File: src/bip_pkg.sv
// Package: constants, types and widths for the BCD IMU frame parser.
`timescale 1ns / 1ps
package bip_pkg;

  localparam logic [7:0] HEADER_BYTE   = 8'h68;
  localparam logic [7:0] SIGN_MASK     = 8'h10;
  localparam logic [7:0] DIGIT_MASK    = 8'h0f;
  localparam logic [7:0] PAYLOAD_FIRST = 8'd3;
  localparam int         PAYLOAD_DEPTH = 9;
  localparam int         VALUE_W       = 19;
  localparam int         MAG_W         = VALUE_W - 1;

  typedef logic [PAYLOAD_DEPTH-1:0][7:0] payload_t;
  typedef logic signed [VALUE_W-1:0]     value_t;

endpackage

File: src/bip_decode.sv
// Signed BCD value decoder: three frame bytes to one two's complement value.
`timescale 1ns / 1ps
module bip_decode (
  input  logic [7:0]      head,
  input  logic [7:0]      mid,
  input  logic [7:0]      low,
  output bip_pkg::value_t value
);
  import bip_pkg::*;

  logic [3:0]       head_digit;
  logic [7:0]       mid_pair;
  logic [7:0]       low_pair;
  logic [MAG_W-1:0] mag;
  logic [VALUE_W-1:0] mag_ext;
  logic             negative;

  always_comb begin
    head_digit = 4'(head & DIGIT_MASK);
    negative   = (head & SIGN_MASK) != 8'd0;
    mid_pair   = ({4'd0, mid[7:4]} * 8'd10) + {4'd0, mid[3:0]};
    low_pair   = ({4'd0, low[7:4]} * 8'd10) + {4'd0, low[3:0]};
    mag        = (MAG_W'(head_digit) * MAG_W'(10000))
               + (MAG_W'(mid_pair) * MAG_W'(100))
               + MAG_W'(low_pair);
    mag_ext    = {1'b0, mag};
    value      = negative ? $signed(VALUE_W'(0) - mag_ext) : $signed(mag_ext);
  end

endmodule

File: src/bcd_imu_frame_parser_top.sv
// Top level of the BCD IMU frame parser: frame tracking, snapshot and result register.
// Takes one word per cycle while in_stall is low; a frame's result passes through the snapshot and result registers.
// Sustained rate is one word per cycle while the result register is not stalled.
// The snapshot and result registers give two slots of buffering behind a stalled output.
// Synchronous reset returns the parser to hunting for a header and empties both slots.
`timescale 1ns / 1ps
module bcd_imu_frame_parser_top (
  input  logic            clk,
  input  logic            rst,
  input  logic            in_valid,
  output logic            in_stall,
  input  logic [7:0]      rx_byte,
  output logic            out_valid,
  input  logic            out_stall,
  output logic            checksum_ok,
  output bip_pkg::value_t yaw_rate_centi,
  output bip_pkg::value_t forward_accel_milli,
  output bip_pkg::value_t yaw_angle_centi
);
  import bip_pkg::*;

  logic       in_frame, in_frame_next;
  logic [7:0] byte_count, byte_count_next;
  logic [7:0] frame_length, frame_length_next;
  logic [7:0] running_sum, running_sum_next;
  payload_t   payload_bytes, payload_bytes_next;

  logic       s1_valid;
  logic       s1_ok;
  payload_t   s1_payload;

  logic       accept;
  logic       advance_out;
  logic       frame_done;
  logic       frame_ok;
  logic [7:0] count_inc;
  logic [7:0] length_now;

  value_t     dec_rate, dec_accel, dec_angle;

  assign advance_out = !out_valid || !out_stall;
  assign in_stall    = s1_valid && !advance_out;
  assign accept      = in_valid && !in_stall;

  always_comb begin
    in_frame_next      = in_frame;
    byte_count_next    = byte_count;
    frame_length_next  = frame_length;
    running_sum_next   = running_sum;
    payload_bytes_next = payload_bytes;
    frame_done         = 1'b0;
    frame_ok           = 1'b0;
    count_inc          = byte_count + 8'd1;
    length_now         = (byte_count == 8'd0) ? rx_byte : frame_length;
    if (accept) begin
      if (!in_frame) begin
        if (rx_byte == HEADER_BYTE) begin
          in_frame_next      = 1'b1;
          byte_count_next    = 8'd0;
          frame_length_next  = 8'd0;
          running_sum_next   = 8'd0;
          payload_bytes_next = '0;
        end
      end else if (byte_count == 8'd0 && rx_byte == 8'd0) begin
        // drop the frame on a zero length
        frame_length_next = 8'd0;
        in_frame_next     = 1'b0;
        byte_count_next   = 8'd0;
      end else begin
        frame_length_next = length_now;
        for (int i = 0; i < PAYLOAD_DEPTH; i++) begin
          if (byte_count == PAYLOAD_FIRST + 8'(i)) begin
            payload_bytes_next[i] = rx_byte;
          end
        end
        if (count_inc == length_now) begin
          frame_done      = 1'b1;
          frame_ok        = (running_sum == rx_byte);
          in_frame_next   = 1'b0;
          byte_count_next = 8'd0;
        end else begin
          running_sum_next = running_sum + rx_byte;
          byte_count_next  = count_inc;
        end
      end
    end
  end

  always_ff @(posedge clk) begin
    if (rst) begin
      in_frame     <= 1'b0;
      byte_count   <= 8'd0;
      frame_length <= 8'd0;
      running_sum  <= 8'd0;
    end else begin
      in_frame     <= in_frame_next;
      byte_count   <= byte_count_next;
      frame_length <= frame_length_next;
      running_sum  <= running_sum_next;
    end
  end

  always_ff @(posedge clk) begin
    payload_bytes <= payload_bytes_next;
  end

  // snapshot of a finished frame
  always_ff @(posedge clk) begin
    if (rst) begin
      s1_valid <= 1'b0;
    end else if (frame_done) begin
      s1_valid <= 1'b1;
    end else if (advance_out) begin
      s1_valid <= 1'b0;
    end
  end

  always_ff @(posedge clk) begin
    if (frame_done) begin
      s1_ok      <= frame_ok;
      s1_payload <= payload_bytes_next;
    end
  end

  bip_decode u_dec_rate (
    .head  (s1_payload[0]),
    .mid   (s1_payload[1]),
    .low   (s1_payload[2]),
    .value (dec_rate)
  );

  bip_decode u_dec_accel (
    .head  (s1_payload[3]),
    .mid   (s1_payload[4]),
    .low   (s1_payload[5]),
    .value (dec_accel)
  );

  bip_decode u_dec_angle (
    .head  (s1_payload[6]),
    .mid   (s1_payload[7]),
    .low   (s1_payload[8]),
    .value (dec_angle)
  );

  always_ff @(posedge clk) begin
    if (rst) begin
      out_valid <= 1'b0;
    end else if (advance_out) begin
      out_valid <= s1_valid;
    end
  end

  always_ff @(posedge clk) begin
    if (advance_out && s1_valid) begin
      checksum_ok         <= s1_ok;
      yaw_rate_centi      <= s1_ok ? dec_rate  : '0;
      forward_accel_milli <= s1_ok ? dec_accel : '0;
      yaw_angle_centi     <= s1_ok ? dec_angle : '0;
    end
  end

endmodule

File: config.mk
export PLATFORM = sky130hd
export DESIGN_NAME = bcd_imu_frame_parser_top
export DESIGN_NICKNAME = d
export VERILOG_FILES = /design/src/bip_pkg.sv /design/src/bip_decode.sv /design/src/bcd_imu_frame_parser_top.sv
export SDC_FILE = /design/constraint.sdc
export NUM_CORES = 1
export LEC_CHECK = 0
export ABC_AREA = 1
export BUFFER_PORTS_ARGS = -buffer_cell sky130_fd_sc_hd__buf_2
export CAP_MARGIN = 0
export CORE_MARGIN = 10
export CORE_UTILIZATION = 58
export DETAILED_ROUTE_END_ITERATION = 7
export PLACE_DENSITY = 0.86
export SLEW_MARGIN = 20
export SYNTH_ARGS = -nofsm -noshare
export SYNTH_HDL_FRONTEND = slang
export SYNTH_HIERARCHICAL = 1
export SYNTH_SLANG_ARGS = --single-unit
export TNS_END_PERCENT = 100
File: constraint.sdc
create_clock -name clk -period 6.1 [get_ports clk]
set_input_delay 0.305 -clock clk [delete_from_list [all_inputs] [get_ports clk]]
set_output_delay 0.305 -clock clk [all_outputs]
set_load 0.005 [all_outputs]
; Yosys cells after proc, flatten, opt, wreduce, memory -nomap -nowiden
; Index checks and enable logic that the tools add are counted.
[totals]
regBits = 221
memories = 0
ram_bits = 0
mem_bits_ro = 0
inputBits = 12
latchBits = 0
output_inout_bits = 60
[op_classes]
n_reduce_logical = 19
mux = 36
eq_ne = 14
shift = 0
n_div = 0
bitwise_logic = 3
order_cmp = 0
mul = 12
add_sub_neg = 17
[ops]
columns = cell, n
row1 = $mux W72, 4
row2 = $mux W8, 19
row3 = $sub A1 B18 Y19 const A, 3
row4 = $add A18 B15 Y18, 3
row5 = $add A18 B8 Y18, 3
row6 = $mux W18, 3
row7 = $add A8 B4 Y8, 6
row8 = $mul A4 B10 Y14 const B, 3
row9 = $mul A4 B3 Y7 const B, 6
row10 = $mul A8 B5 Y13 const B, 3
row11 = $eq A8 B3 Y1 const B, 4
row12 = $eq A8 B4 Y1 const B, 4
row13 = $eq A8 B8 Y1, 2
row14 = $logic_not A8 Y1, 2
row15 = $mux W1, 10
row16 = $add A8 B1 Y8 const B, 1
row17 = $add A8 B8 Y8, 1
row18 = $eq A8 B2 Y1 const B, 1
row19 = $eq A8 B7 Y1 const B, 1
row20 = $reduce_and A2 Y1, 4
row21 = $logic_and A1 B1 Y1, 4
row22 = $logic_not A1 Y1, 4
row23 = $ne A2 B2 Y1 const B, 2
row24 = $reduce_and A4 Y1, 1
row25 = other kinds (4), 7

; Depth between registers and ports, before layout
; Gate-level depths: netlist (run 1).
[logic_depth]
word_depth = 8
mapped_depth = 38

; Modules after synthesis
; Netlist (run 1), hierarchy kept.
[modules_own_cells]
columns = mod, area_each_um2, cells_per_inst, n_inst
row1 = bcd_imu_frame_parser_top, 8839.7, 810, 1
row2 = bip_decode at u_dec_accel, 3190.6, 487, 1
row3 = bip_decode at u_dec_angle, 3159.3, 486, 1
row4 = bip_decode at u_dec_rate, 3114.2, 453, 1

; Worst setup path after synthesis (run 1)
; OpenSTA, ideal clock, no wires.
[synth_timing]
path_type = register to register
start = reg s1_payload[61] in the netlist's numbering
end = reg yaw_angle_centi[17] (data pin)
setup_slack_ns = 0.451
path_stages_with_launch = 38
path_buffers = 0
setup_time_ns = 0.250
arrival_time_ns = 5.399
path_cell_list = edfxtp_1 -> ha_1 -> ha_1 -> inv_1 -> fa_1 -> inv_1 -> nand2_1 -> inv_1 -> nand3_1 -> xor2_1 -> inv_1 -> fa_1 -> inv_1 -> ha_1 -> nand2_1 -> o21ai_0 -> a21oi_1 -> o21ai_0 -> [... 2 more ...] -> a21oi_1 -> xor2_1 -> ha_1 -> ha_1 -> inv_1 -> o21bai_1 -> a31oi_1 -> nand2_1 -> nand2_1 -> nand2_1 -> nor2_1 -> inv_1 -> nand2_1 -> nand3_1 -> nand2_1 -> inv_1 -> nand2_1 -> inv_1
[synth_via]
elab_chain_cells = 7
[synth_rtl]
columns = item, line
row1 = "start, declared", bcd_imu_frame_parser_top.sv:30  ; payload_t s1_payload;
row2 = "start signal, assigned", bcd_imu_frame_parser_top.sv:121  ; s1_payload <= payload_bytes_next;
row3 = $mul A4 B3 Y7 (*), bip_decode.sv:21  ; mid_pair = ({4'd0, mid[7:4]} * 8'd10) + {4'd0, mid[3:0]};
row4 = $add A8 B4 Y8 (*), bip_decode.sv:21
row5 = $mul A8 B5 Y13 (*), bip_decode.sv:24  ; + (MAG_W'(mid_pair) * MAG_W'(100))
row6 = $add A18 B15 Y18 (*), bip_decode.sv:24
row7 = $add A18 B8 Y18 (*), bip_decode.sv:25  ; + MAG_W'(low_pair);
row8 = $sub A1 B18 Y19, bip_decode.sv:27  ; value = negative ? $signed(VALUE_W'(0) - mag_ext) : $signed(mag_ext);
row9 = $mux W18 (*), bip_decode.sv:27
row10 = via dec_angle[17], bcd_imu_frame_parser_top.sv:39  ; value_t dec_rate, dec_accel, dec_angle;
row11 = "end signal, assigned", bcd_imu_frame_parser_top.sv:159  ; yaw_angle_centi <= s1_ok ? dec_angle : '0;
row12 = "end, declared", bcd_imu_frame_parser_top.sv:18  ; output bip_pkg::value_t yaw_angle_centi
; The timed path passes the listed nets; every way through them passes the cells marked *.
; A chain may end at the register's enable or synchronous reset.

; Worst setup path after layout (run 1)
[layout_timing]
start = reg s1_payload[12] in the netlist's numbering
end = reg yaw_rate_centi[15] (data pin)
[layout_via]
elab_chain_cells = 7
[layout_rtl]
columns = item, line
row1 = $mul A4 B3 Y7 (*), bip_decode.sv:21
row2 = $add A8 B4 Y8 (*), bip_decode.sv:21
row3 = $mul A8 B5 Y13 (*), bip_decode.sv:24
row4 = $add A18 B15 Y18 (*), bip_decode.sv:24
row5 = $add A18 B8 Y18 (*), bip_decode.sv:25
row6 = $sub A1 B18 Y19, bip_decode.sv:27
row7 = $mux W18 (*), bip_decode.sv:27
row8 = via dec_rate[15], bcd_imu_frame_parser_top.sv:39
row9 = "end signal, assigned", bcd_imu_frame_parser_top.sv:157  ; yaw_rate_centi <= s1_ok ? dec_rate : '0;
row10 = "end, declared", bcd_imu_frame_parser_top.sv:16  ; output bip_pkg::value_t yaw_rate_centi,
; Marks and branches as above.

==> flow_metrics.py, run 1 <==
metrics = {
    "worst_hold_path": {
        "worstHoldPathType": "input pin to flip-flop",
        "hold_path.startpoint": "out_stall",
        "number_of_cells_on_the_worst_hold_path": 3,
        "whs_endpoint": "out_valid",
    },
    "floorplan": {
        "dieArea_um2": 38030,
        "core-area_um2": 30430,
        "number_of_top_level_design_ports": 72,
        "initial_utilization": 0.5839,
        "die-height_um": 195.0,
        "placement_rows": 64,
        "die_boundary_width_um": 195.0,
    },
    "cells_and_area": {
        "flow.area_growth_from_synthesis_pct": 12.67,
        "fillCellCount": 2289,
        "final_net_count": 2606,
        "final_design_area_no_fill_um2": 20020,
        "instances_no_fill": 2709,
        "finish.utilization": 0.6579,
        "drive_above_1_share": 0.1595,
        "diodes": 0,
    },
    "global_routing": {
        "global_route_wire_length_before_repair_um": 68300,
        "grt.overflow.total": 0,
        "grt_start_max_net_pins": 59,
        "track_usage": 0.2069,
        "grt_antenna_before_repair": 0,
        "number_of_global_route_vias_before_repair": 14910,
    },
    "timing": {
        "timing.setup.tns_ps": 0,
        "final-hold-violation-count": 0,
        "min_period_over_period": 0.9793,
        "timing.slew.headroom": 0.3172,
        "maxClockFrequency_mhz": 167.4,
        "final_max_slew_viol_count": 0,
        "worstMarginPinSlew_ps": 1024,
        "clock-skew-final_ps": 12.43,
        "timing.final.crit_period_ps": 5973,
        "setup_viol_count_final": 0,
    },
    "power_and_ir_drop": {
        "post-layout-total-power_mw": 3.126,
        "cellPowerDensity_nw_per_um2": 156.1,
        "leakage_component_of_the_power_nw": 10.43,
        "vdd.ir_drop.worst_mv": 0.2110,
    },
    "setup_path": {
        "timing.critical_path.fanout_max": 5,
        "worst_r2r_startpoint": "s1_payload[12]",
        "worst_setup_path_start_kind": "flip-flop",
        "worst_reg_to_reg_setup_slack_ps": 130,
        "critical_path_arrival_ps": 6240,
        "slowest_delay_ps": 500,
        "cp_slowest_cell": "sky130_fd_sc_hd__fa_1",
        "worst_ep_required_time_ps": 6370,
        "reg2reg_to": "yaw_rate_centi[15]",
        "crit_type": "flip-flop to flip-flop",
        "setup.worst_path.end_class": "flip-flop",
        "r2r.worst_path.cells": 31,
    },
    "detailed_routing": {
        "drt_drc_violations_left": 0,
        "detailroute.via_count": 14770,
        "drt_iter0_drc": 988,
        "dr.pass1.iters": 6,
        "route.detailed.wl_per_inst_um": 15.51,
        "ant_nets": 0,
        "vias_per_cell": 5.451,
        "wirelength_um": 42010,
    },
    "clocking": {
        "clkTransAtPathRegs_ps": 60,
        "buffer_type_at_the_clock_tree_root": "sky130_fd_sc_hd__clkbuf_16",
        "clock_insertion_delay_worst_skew_ps": 520,
        "clock_sink_count": 212,
        "cts_max_level": 1,
        "tritoncts": "built",
        "tritoncts.num_buffers": 23,
        "cts-root-to-sink-buffers": 3,
    },
    "synthesis": {
        "yosysWarnings": 6,
        "mappedNetlistArea_um2": 17770,
        "synth.net_count": 2509,
        "syn-mean-instance-area_um2": 8.076,
        "synthesis.instances": 2200,
    },
    "placed_design": {
        "placement.io_buffers": 71,
        "dp.cells": 2646,
        "post-dp-hpwl_um": 30070,
        "gpl.final_weighted_congestion": 0.9167,
        "placedInstanceArea_um2": 18470,
    },
    "flow_run": {
        "max_cap_viols": 0,
    },
    "run_status": {
        "outcome": "finished clean",
    },
}
## cells in the final DEF (no fill, tap or decap), types with 10 or more instances in the layout
cell type and count:
sky130_fd_sc_hd__fa_1 44, sky130_fd_sc_hd__xor2_2 12, sky130_fd_sc_hd__clkbuf_16 26, sky130_fd_sc_hd__edfxtp_1 122
sky130_fd_sc_hd__nand2_1 483, sky130_fd_sc_hd__nor2_2 24, sky130_fd_sc_hd__nand4_1 21, sky130_fd_sc_hd__ha_1 220
sky130_fd_sc_hd__inv_1 412, sky130_fd_sc_hd__o21ai_0 33, sky130_fd_sc_hd__nand2_2 58, sky130_fd_sc_hd__a21oi_1 63
sky130_fd_sc_hd__buf_2 71, sky130_fd_sc_hd__inv_2 26, sky130_fd_sc_hd__ha_4 27, sky130_fd_sc_hd__dfxtp_1 90
sky130_fd_sc_hd__nand3_1 157, sky130_fd_sc_hd__nor3_1 10, sky130_fd_sc_hd__xnor2_1 36, sky130_fd_sc_hd__nor2_1 84
sky130_fd_sc_hd__nand3_2 15, sky130_fd_sc_hd__nand3b_1 17, sky130_fd_sc_hd__xor2_1 74, sky130_fd_sc_hd__a21oi_2 21
sky130_fd_sc_hd__buf_4 32, sky130_fd_sc_hd__o22ai_1 50
## what timing repair did
| item | in CTS | in global routing |
|---|---|---|
| gates resized for setup | 11 | 90 |
| endpoints found under the setup margin | 10 | 18 |
| pin swaps | 2 | 31 |
| setup buffers | 2 | 20 |
| endpoints found under the hold margin | 0 | 0 |
| hold buffers | 0 | 0 |
## worst max-delay path: cells and delay by family, from the launching register on
kind,cells,cell delay [ps]
and+or+nand+nor,7,710
DFF,1,440
buffers and inverters,6,480
AOI/OAI and AO/OA,6,780
adders and majority gates,8,2570
xor gates and xnor gates,4,740
## power by group
| group | switching (mW) | internal, mW | leakage, nW |
|---|---|---|---|
| Combinational | 0.0920 | 0.0418 | 8.14 |
| Clock | 0.596 | 0.804 | 0.391 |
| Sequential | 0.0181 | 1.57 | 1.89 |
## final cells by class
cell class	instances	area (µm²)	area share
multi-input cells	1517	11030	0.5508
flip-flops and latches	212	5465	0.2730
inverters	440	1652	0.08251
clock buffers	28	678.2	0.03388
repair buffers	103	595.6	0.02975
well taps	396	495.5	0.02475
clock inverters	13	105.1	0.005250
## metrics by stage
| step | worst slack, ps | hold WS (ps) |
|---|---|---|
| 4_1_cts | 4.730 | 110.3 |
| 3_3_place_gp | 129.8 | 450.4 |
| 5_1_grt | -211.5 | 143.5 |
| 6_report | 126.5 | 113.3 |
| 2_1_floorplan | 451.3 | 430.7 |
| 3_5_place_dp | -202.8 | 455.3 |
## registers in the layout, summed over array words and instances (netlist names)
name / flops
s1_valid: 1
byte_count: 8
s1_ok: 1
checksum_ok: 1
yaw_rate_centi: 19
running_sum: 8
s1_payload: 63
frame_length: 8
forward_accel_milli: 19
yaw_angle_centi: 19
payload_bytes: 63
in_frame: 1
out_valid: 1
## per-layer routing
layer	vias to the layer above	routed length, µm	track usage
li1	7240	-	-
met1	6905	16720	0.2419
met2	502	21560	0.3766
met3	119	2441	0.03323
met4	0	1283	0.06702
met5	-	0	0
## worst max path at each step
stage                   startpoint                  end  slack [ps]
floorplan           s1_payload[61]  yaw_angle_centi[17]         450
global placement    s1_payload[12]   yaw_rate_centi[17]         130
detailed placement  s1_payload[62]  yaw_angle_centi[17]        -200
CTS                 s1_payload[62]  yaw_angle_centi[17]           5
global route        s1_payload[12]   yaw_rate_centi[16]        -210
finish              s1_payload[12]   yaw_rate_centi[15]         130
No activity file was read; power rests on OpenSTA's default activity.
==> inputs of run 2 (changes only) <==
- CORE_UTILIZATION: 58 -> 64
- GPL_ROUTABILITY_DRIVEN: not set -> 0
- PLACE_DENSITY: 0.86 -> 0.89
- clock period: 6.1 -> 6.8 ns (I/O delays scaled with it)
==> run 2 against run 1 <==
Critical path depth increased by 5. Clock-buffer cell count increased by 4. Final cell count decreased by 1.8%.
==> flow_metrics.py, run 2 (synthesized netlist as in run 1, its figures left out) <==
metrics = {
    "clocking": {
        "cts_max_level": 1,
        "tritoncts": "built",
        "clkTransAtPathRegs_ps": 70,
        "cts_resized": 0,
        "tritoncts.num_buffers": 24,
        "post-cts-setup-buffers": 0,
        "clock_insertion_delay_worst_skew_ps": 530,
        "cts_hold_buf": 0,
        "cts-root-to-sink-buffers": 3,
        "buffer_type_at_the_clock_tree_root": "sky130_fd_sc_hd__clkbuf_16",
        "clock_sink_count": 212,
    },
    "setup_path": {
        "timing.critical_path.fanout_max": 4,
        "cp.buffers_inverters": 9,
        "crit_type": "flip-flop to flip-flop",
        "worst_ep_required_time_ps": 7080,
        "cp_slowest_cell": "sky130_fd_sc_hd__edfxtp_1",
        "slowest_delay_ps": 490,
        "crit_top_cell": "sky130_fd_sc_hd__nand2_1",
        "critical_path.top_delay_family": "adder cells",
        "reg2reg_to": "forward_accel_milli[17]",
        "setup.worst_path.end_class": "flip-flop",
        "critical_path_start": "s1_payload[39]",
        "worst_reg_to_reg_setup_slack_ps": 530,
        "worst_r2r_startpoint": "s1_payload[39]",
        "worst_setup_path_start_kind": "flip-flop",
        "critical_path_arrival_ps": 6540,
        "r2r.worst_path.cells": 36,
    },
    "timing": {
        "timing.slew.headroom": 0.3884,
        "min_period_over_period": 0.9214,
        "maxClockFrequency_mhz": 159.6,
        "timing.setup.tns_ps": 0,
        "final_max_slew_viol_count": 0,
        "timing.final.crit_period_ps": 6265,
        "worstMarginPinSlew_ps": 916.4,
        "setup_viol_count_final": 0,
        "final-hold-violation-count": 0,
        "clock-skew-final_ps": 18.88,
        "rsz0062_at_grt": "no",
    },
    "floorplan": {
        "initial_utilization": 0.6556,
        "dieArea_um2": 34830,
        "die_boundary_width_um": 186.6,
        "placement_rows": 60,
        "die-height_um": 186.6,
        "core-area_um2": 27100,
        "number_of_top_level_design_ports": 72,
    },
    "cells_and_area": {
        "flow.area_growth_from_synthesis_pct": 7.901,
        "most_common_cell_after_layout_fill_and_taps_aside": "sky130_fd_sc_hd__nand2_1",
        "layout_common_cells": "491 x sky130_fd_sc_hd__nand2_1, 416 x sky130_fd_sc_hd__inv_1, 251 x sky130_fd_sc_hd__ha_1",
        "top_regs": "payload_bytes (63), s1_payload (63)",
        "drive_above_1_share": 0.1097,
        "fillCellCount": 1928,
        "final_design_area_no_fill_um2": 19170,
        "multi_input_logic_area_um2": 10450,
        "diodes": 0,
        "final_net_count": 2579,
        "regArea_um2": 5465,
    },
    "placed_design": {
        "placement.io_buffers": 71,
        "post-dp-hpwl_um": 29630,
        "placedInstanceArea_um2": 18400,
    },
    "power_and_ir_drop": {
        "switchingPower_mw": 0.6358,
        "power.clock.fraction": 0.442,
        "pwr-share-seq": 0.515,
        "cellPowerDensity_nw_per_um2": 144.8,
        "vdd.ir_drop.worst_mv": 0.2179,
        "leakage_component_of_the_power_nw": 10.23,
        "power_switching_share": 0.2290,
        "post-layout-total-power_mw": 2.777,
        "pint_mw": 2.141,
        "combinationalPowerShare": 0.043,
    },
    "global_routing": {
        "grt_antenna_before_repair": 0,
        "number_of_global_route_vias_before_repair": 14930,
        "grt.overflow.total": 0,
        "global_route_wire_length_before_repair_um": 68300,
        "grt_start_max_net_pins": 59,
        "track_usage": 0.2266,
    },
    "detailed_routing": {
        "detailroute.via_count": 14800,
        "ant_nets": 0,
        "drt_iter0_drc": 1298,
        "drt_drc_violations_left": 0,
        "dr.pass1.iters": 6,
        "wirelength_um": 40390,
        "vias_per_cell": 5.565,
        "route.detailed.wl_per_inst_um": 15.18,
    },
    "worst_hold_path": {
        "whs_endpoint": "out_valid",
        "hold_path.startpoint": "out_stall",
        "number_of_cells_on_the_worst_hold_path": 3,
        "worstHoldPathType": "input pin to flip-flop",
    },
    "flow_run": {
        "max_cap_viols": 0,
    },
    "run_status": {
        "outcome": "finished clean",
    },
}
run 2: cell count changes in the layout (fill, tap and decap cells not counted), sizes merged:
cell,delta
clkinvlp,+5
buf,-28
clkbuf,+4
clkinv,-7
inv,+1
run 2: how the worst max path moves through the flow:
| stage | cells past startpoint | to |
|---|---|---|
| 2_1_floorplan | 37 | yaw_angle_centi[17] |
| 3_3_place_gp | 33 | yaw_rate_centi[17] |
| 3_5_place_dp | 33 | yaw_rate_centi[17] |
| 4_1_cts | 35 | forward_accel_milli[17] |
| 5_1_grt | 33 | yaw_angle_centi[16] |
| 6_report | 36 | forward_accel_milli[17] |
run 2: per-layer routing:
| layer | GRT usage | share of wire | up-vias |
|---|---|---|---|
| met3 | 0.03296 | 0.069 | 129 |
| met5 | 0 | 0 | - |
| met1 | 0.2609 | 0.40 | 6887 |
| li1 | - | - | 7200 |
| met2 | 0.4124 | 0.50 | 587 |
| met4 | 0.09026 | 0.035 | 0 |
run 2: through the flow:
step,util,std cells,hold WS [ps],setup WS [ps]
6_report,0.7074,2660,124.8,534.8
5_1_grt,0.7074,2660,166.9,13.02
4_1_cts,0.7066,2660,116.0,486.2
3_5_place_dp,0.6788,2616,460.1,552.9
3_3_place_gp,0.6788,2616,449.9,803.7
2_1_floorplan,-,2200,430.7,1151
run 2: worst min-delay path: cells and delay by family:
family          cells  cell delay, ps
buf+inv             1             120
compound gates      1              60
simple gates        1              80
run 2: power by group through the flow:
stage	registers, mW	clock network, mW	logic, mW
after floorplan	1.45	0	0.0752
after global placement	1.45	0	0.102
after detailed placement	1.45	0	0.109
after CTS	1.43	1.24	0.115
after global routing	1.43	1.30	0.130
final	1.43	1.23	0.120
run 2: area by class of cell:
cell class / count / share of cell area
flip-flops and latches: 212 / 0.2851
clock buffers: 32 / 0.03446
clock inverters: 12 / 0.004830
repair buffers: 75 / 0.02010
inverters: 440 / 0.08615
multi-input cells: 1517 / 0.5451
well taps: 372 / 0.02428
==> inputs of run 3 (changes only) <==
- ABC_AREA: 1 -> not set
- REMOVE_ABC_BUFFERS: not set -> 1
==> run 3 against run 2 <==
Register-to-register slack worse by 460 ps. Clock-buffer cell count is 3 lower. Worst hold slack better by 21 ps. Power shrank 6.0%. Clock skew fell by 10 ps. Non-clock buffer count grew 17. Synthesized cell count decreased by 24%. Die area down 4.9%. Sequential power is 6% lower. Flip-flop and latch count is the same. Worst setup slack got worse by 460 ps. Critical endpoint unchanged.
==> flow_metrics.py, run 3 <==
metrics = {
    "clocking": {
        "tritoncts.num_buffers": 23,
        "buffer_type_at_the_clock_tree_root": "sky130_fd_sc_hd__clkbuf_16",
        "clock_insertion_delay_worst_skew_ps": 510,
        "cts_max_level": 1,
        "cts_hold_buf": 0,
        "clkTransAtPathRegs_ps": 60,
        "clock_sink_count": 212,
        "cts-root-to-sink-buffers": 3,
        "tritoncts": "built",
    },
    "timing": {
        "timing.slew.headroom": 0.3158,
        "worstMarginPinSlew_ps": 1024,
        "hold_ws_ps": 145.5,
        "timing.final.crit_period_ps": 6727,
        "setup_viol_count_final": 0,
        "timing.setup.tns_ps": 0,
        "final-hold-violation-count": 0,
        "min_period_over_period": 0.9892,
        "clock-skew-final_ps": 8.892,
        "rsz0062_at_grt": "yes",
        "maxClockFrequency_mhz": 148.7,
        "final_max_slew_viol_count": 0,
    },
    "power_and_ir_drop": {
        "power.clock.fraction": 0.470,
        "combinationalPowerShare": 0.016,
        "vdd.ir_drop.worst_mv": 0.1765,
        "pint_mw": 2.063,
        "leakage_component_of_the_power_nw": 8.893,
        "cellPowerDensity_nw_per_um2": 142.8,
        "switchingPower_mw": 0.5461,
        "pwr-share-seq": 0.514,
        "power_switching_share": 0.2093,
    },
    "synthesis": {
        "mappedNetlistArea_um2": 16790,
        "yosysWarnings": 6,
        "synthesis.instances": 1673,
        "syn-mean-instance-area_um2": 10.04,
    },
    "cells_and_area": {
        "top_regs": "payload_bytes (63), s1_payload (63)",
        "multi_input_logic_area_um2": 10610,
        "final_net_count": 2040,
        "diodes": 0,
        "fillCellCount": 1799,
        "regArea_um2": 5465,
        "layout_common_cells": "248 x sky130_fd_sc_hd__ha_1, 131 x sky130_fd_sc_hd__inv_1, 122 x sky130_fd_sc_hd__edfxtp_1",
        "flow.area_growth_from_synthesis_pct": 8.739,
        "most_common_cell_after_layout_fill_and_taps_aside": "sky130_fd_sc_hd__ha_1",
        "drive_above_1_share": 0.1259,
    },
    "setup_path": {
        "critical_path_arrival_ps": 6990,
        "setup.worst_path.end_class": "flip-flop",
        "worst_r2r_startpoint": "s1_payload[38]",
        "r2r.worst_path.cells": 27,
        "worst_ep_required_time_ps": 7060,
        "crit_type": "flip-flop to flip-flop",
        "worst_reg_to_reg_setup_slack_ps": 70,
        "timing.critical_path.fanout_max": 4,
        "worst_setup_path_start_kind": "flip-flop",
        "reg2reg_to": "forward_accel_milli[17]",
    },
    "detailed_routing": {
        "ant_nets": 0,
        "dr.pass1.iters": 5,
        "drt_drc_violations_left": 0,
        "drt_iter0_drc": 903,
        "detailroute.via_count": 12750,
        "wirelength_um": 37560,
        "route.detailed.wl_per_inst_um": 18.04,
        "vias_per_cell": 6.125,
    },
    "floorplan": {
        "placement_rows": 59,
        "dieArea_um2": 33120,
        "number_of_top_level_design_ports": 72,
        "core-area_um2": 25910,
        "die_boundary_width_um": 182.0,
        "initial_utilization": 0.6482,
        "die-height_um": 182.0,
    },
    "run_status": {
        "outcome": "finished clean",
    },
    "flow_run": {
        "max_cap_viols": 0,
    },
    "worst_hold_path": {
        "whs_endpoint": "out_valid",
        "worstHoldPathType": "input pin to flip-flop",
        "number_of_cells_on_the_worst_hold_path": 3,
        "hold_path.startpoint": "out_stall",
    },
    "global_routing": {
        "track_usage": 0.2160,
        "number_of_global_route_vias_before_repair": 12870,
        "grt_antenna_before_repair": 0,
        "grt_start_max_net_pins": 59,
        "global_route_wire_length_before_repair_um": 61060,
        "grt.overflow.total": 0,
    },
    "placed_design": {
        "placement.io_buffers": 71,
        "post-dp-hpwl_um": 26770,
    },
}
-- run 3: cell types whose count changed in the layout (fill, tap and decap cells not counted), moves of 33 or more --
cell,previous run,this run
sky130_fd_sc_hd__nand2_1,491,115
sky130_fd_sc_hd__inv_1,416,131
sky130_fd_sc_hd__nand3_1,161,55
sky130_fd_sc_hd__xnor2_1,39,98
sky130_fd_sc_hd__and2_1,3,61
sky130_fd_sc_hd__nand2_2,50,0
sky130_fd_sc_hd__o22ai_1,50,1
sky130_fd_sc_hd__xor2_1,83,44
sky130_fd_sc_hd__a22o_1,0,38
sky130_fd_sc_hd__o21ai_0,39,76
sky130_fd_sc_hd__a21o_1,1,34
-- run 3: final cells by class --
| class | instances | area share |
|---|---|---|
| Clock buffer | 29 | 0.03501 |
| Clock inverter | 12 | 0.005961 |
| Inverter | 134 | 0.02754 |
| Multi-Input combinational cell | 1268 | 0.5812 |
| Sequential cell | 212 | 0.2993 |
| Tap cell | 335 | 0.02295 |
| Timing Repair Buffer | 92 | 0.02809 |
-- run 3: worst max path at each step --
stage                         from                 endpoint  slack (ps)  cells past startpoint
floorplan           s1_payload[37]  forward_accel_milli[17]         480                     27
global placement    s1_payload[37]  forward_accel_milli[17]         240                     27
detailed placement  s1_payload[37]  forward_accel_milli[17]        -100                     27
CTS                 s1_payload[13]       yaw_rate_centi[16]           4                     28
global route        s1_payload[37]  forward_accel_milli[17]        -220                     27
finish              s1_payload[38]  forward_accel_milli[17]          70                     27
-- run 3: what timing repair did --
item                       CTS  global route
pin swaps                    1            16
setup buffers                2            15
setup endpoints to repair    3            16
gates resized for setup      3            28
-- run 3: metal layers --
metal | global-route usage | routed length (µm) | vias up
li1 | - | - | 6085
met1 | 0.2601 | 15730 | 6188
met2 | 0.3830 | 18790 | 385
met3 | 0.03380 | 1976 | 95
met4 | 0.07387 | 1065 | 0
met5 | 0 | 0 | -
-- run 3: power by group through the flow --
stage | Clock (mW) | Sequential (mW) | Combinational [mW]
5_1_grt | 1.29 | 1.34 | 0.0440
4_1_cts | 1.23 | 1.34 | 0.0405
6_report | 1.23 | 1.34 | 0.0417
3_3_place_gp | 0 | 1.37 | 0.0390
2_1_floorplan | 0 | 1.37 | 0.0172
3_5_place_dp | 0 | 1.37 | 0.0399
-- run 3: worst max-delay path, stage by stage, from the launching register on --
cell and delay, ps:
sky130_fd_sc_hd__edfxtp_1 440, sky130_fd_sc_hd__ha_1 350, sky130_fd_sc_hd__ha_2 320, sky130_fd_sc_hd__a21oi_2 190, sky130_fd_sc_hd__nand2_1 140, sky130_fd_sc_hd__xor2_2 240
sky130_fd_sc_hd__ha_1 280, sky130_fd_sc_hd__ha_1 290, sky130_fd_sc_hd__inv_1 50, sky130_fd_sc_hd__fa_1 520, sky130_fd_sc_hd__inv_1 50, sky130_fd_sc_hd__ha_1 330
sky130_fd_sc_hd__o21ai_1 130, sky130_fd_sc_hd__a21boi_1 130, sky130_fd_sc_hd__o21ai_1 140, sky130_fd_sc_hd__nand2b_1 110, sky130_fd_sc_hd__xor2_1 150, sky130_fd_sc_hd__ha_1 300
sky130_fd_sc_hd__ha_2 210, sky130_fd_sc_hd__or4_4 550, sky130_fd_sc_hd__a211oi_4 200, sky130_fd_sc_hd__a2bb2oi_2 110, sky130_fd_sc_hd__a21o_1 220, sky130_fd_sc_hd__a211oi_2 300
sky130_fd_sc_hd__o211ai_2 160, sky130_fd_sc_hd__o31ai_2 290, sky130_fd_sc_hd__xor2_1 110, sky130_fd_sc_hd__and2_1 160
-- run 3: through the flow --
stage	utilization	cell area (µm²)	power (mW)	instances	worst slack [ps]
after floorplan	-	16440	1.387	1614	475.0
after global placement	0.6663	17260	1.409	2024	244.1
after detailed placement	0.6663	17260	1.409	2024	-100.7
after CTS	0.6966	18050	2.617	2067	4.400
after global routing	0.7048	18260	2.677	2082	-217.4
final	0.7048	18260	2.609	2082	73.20
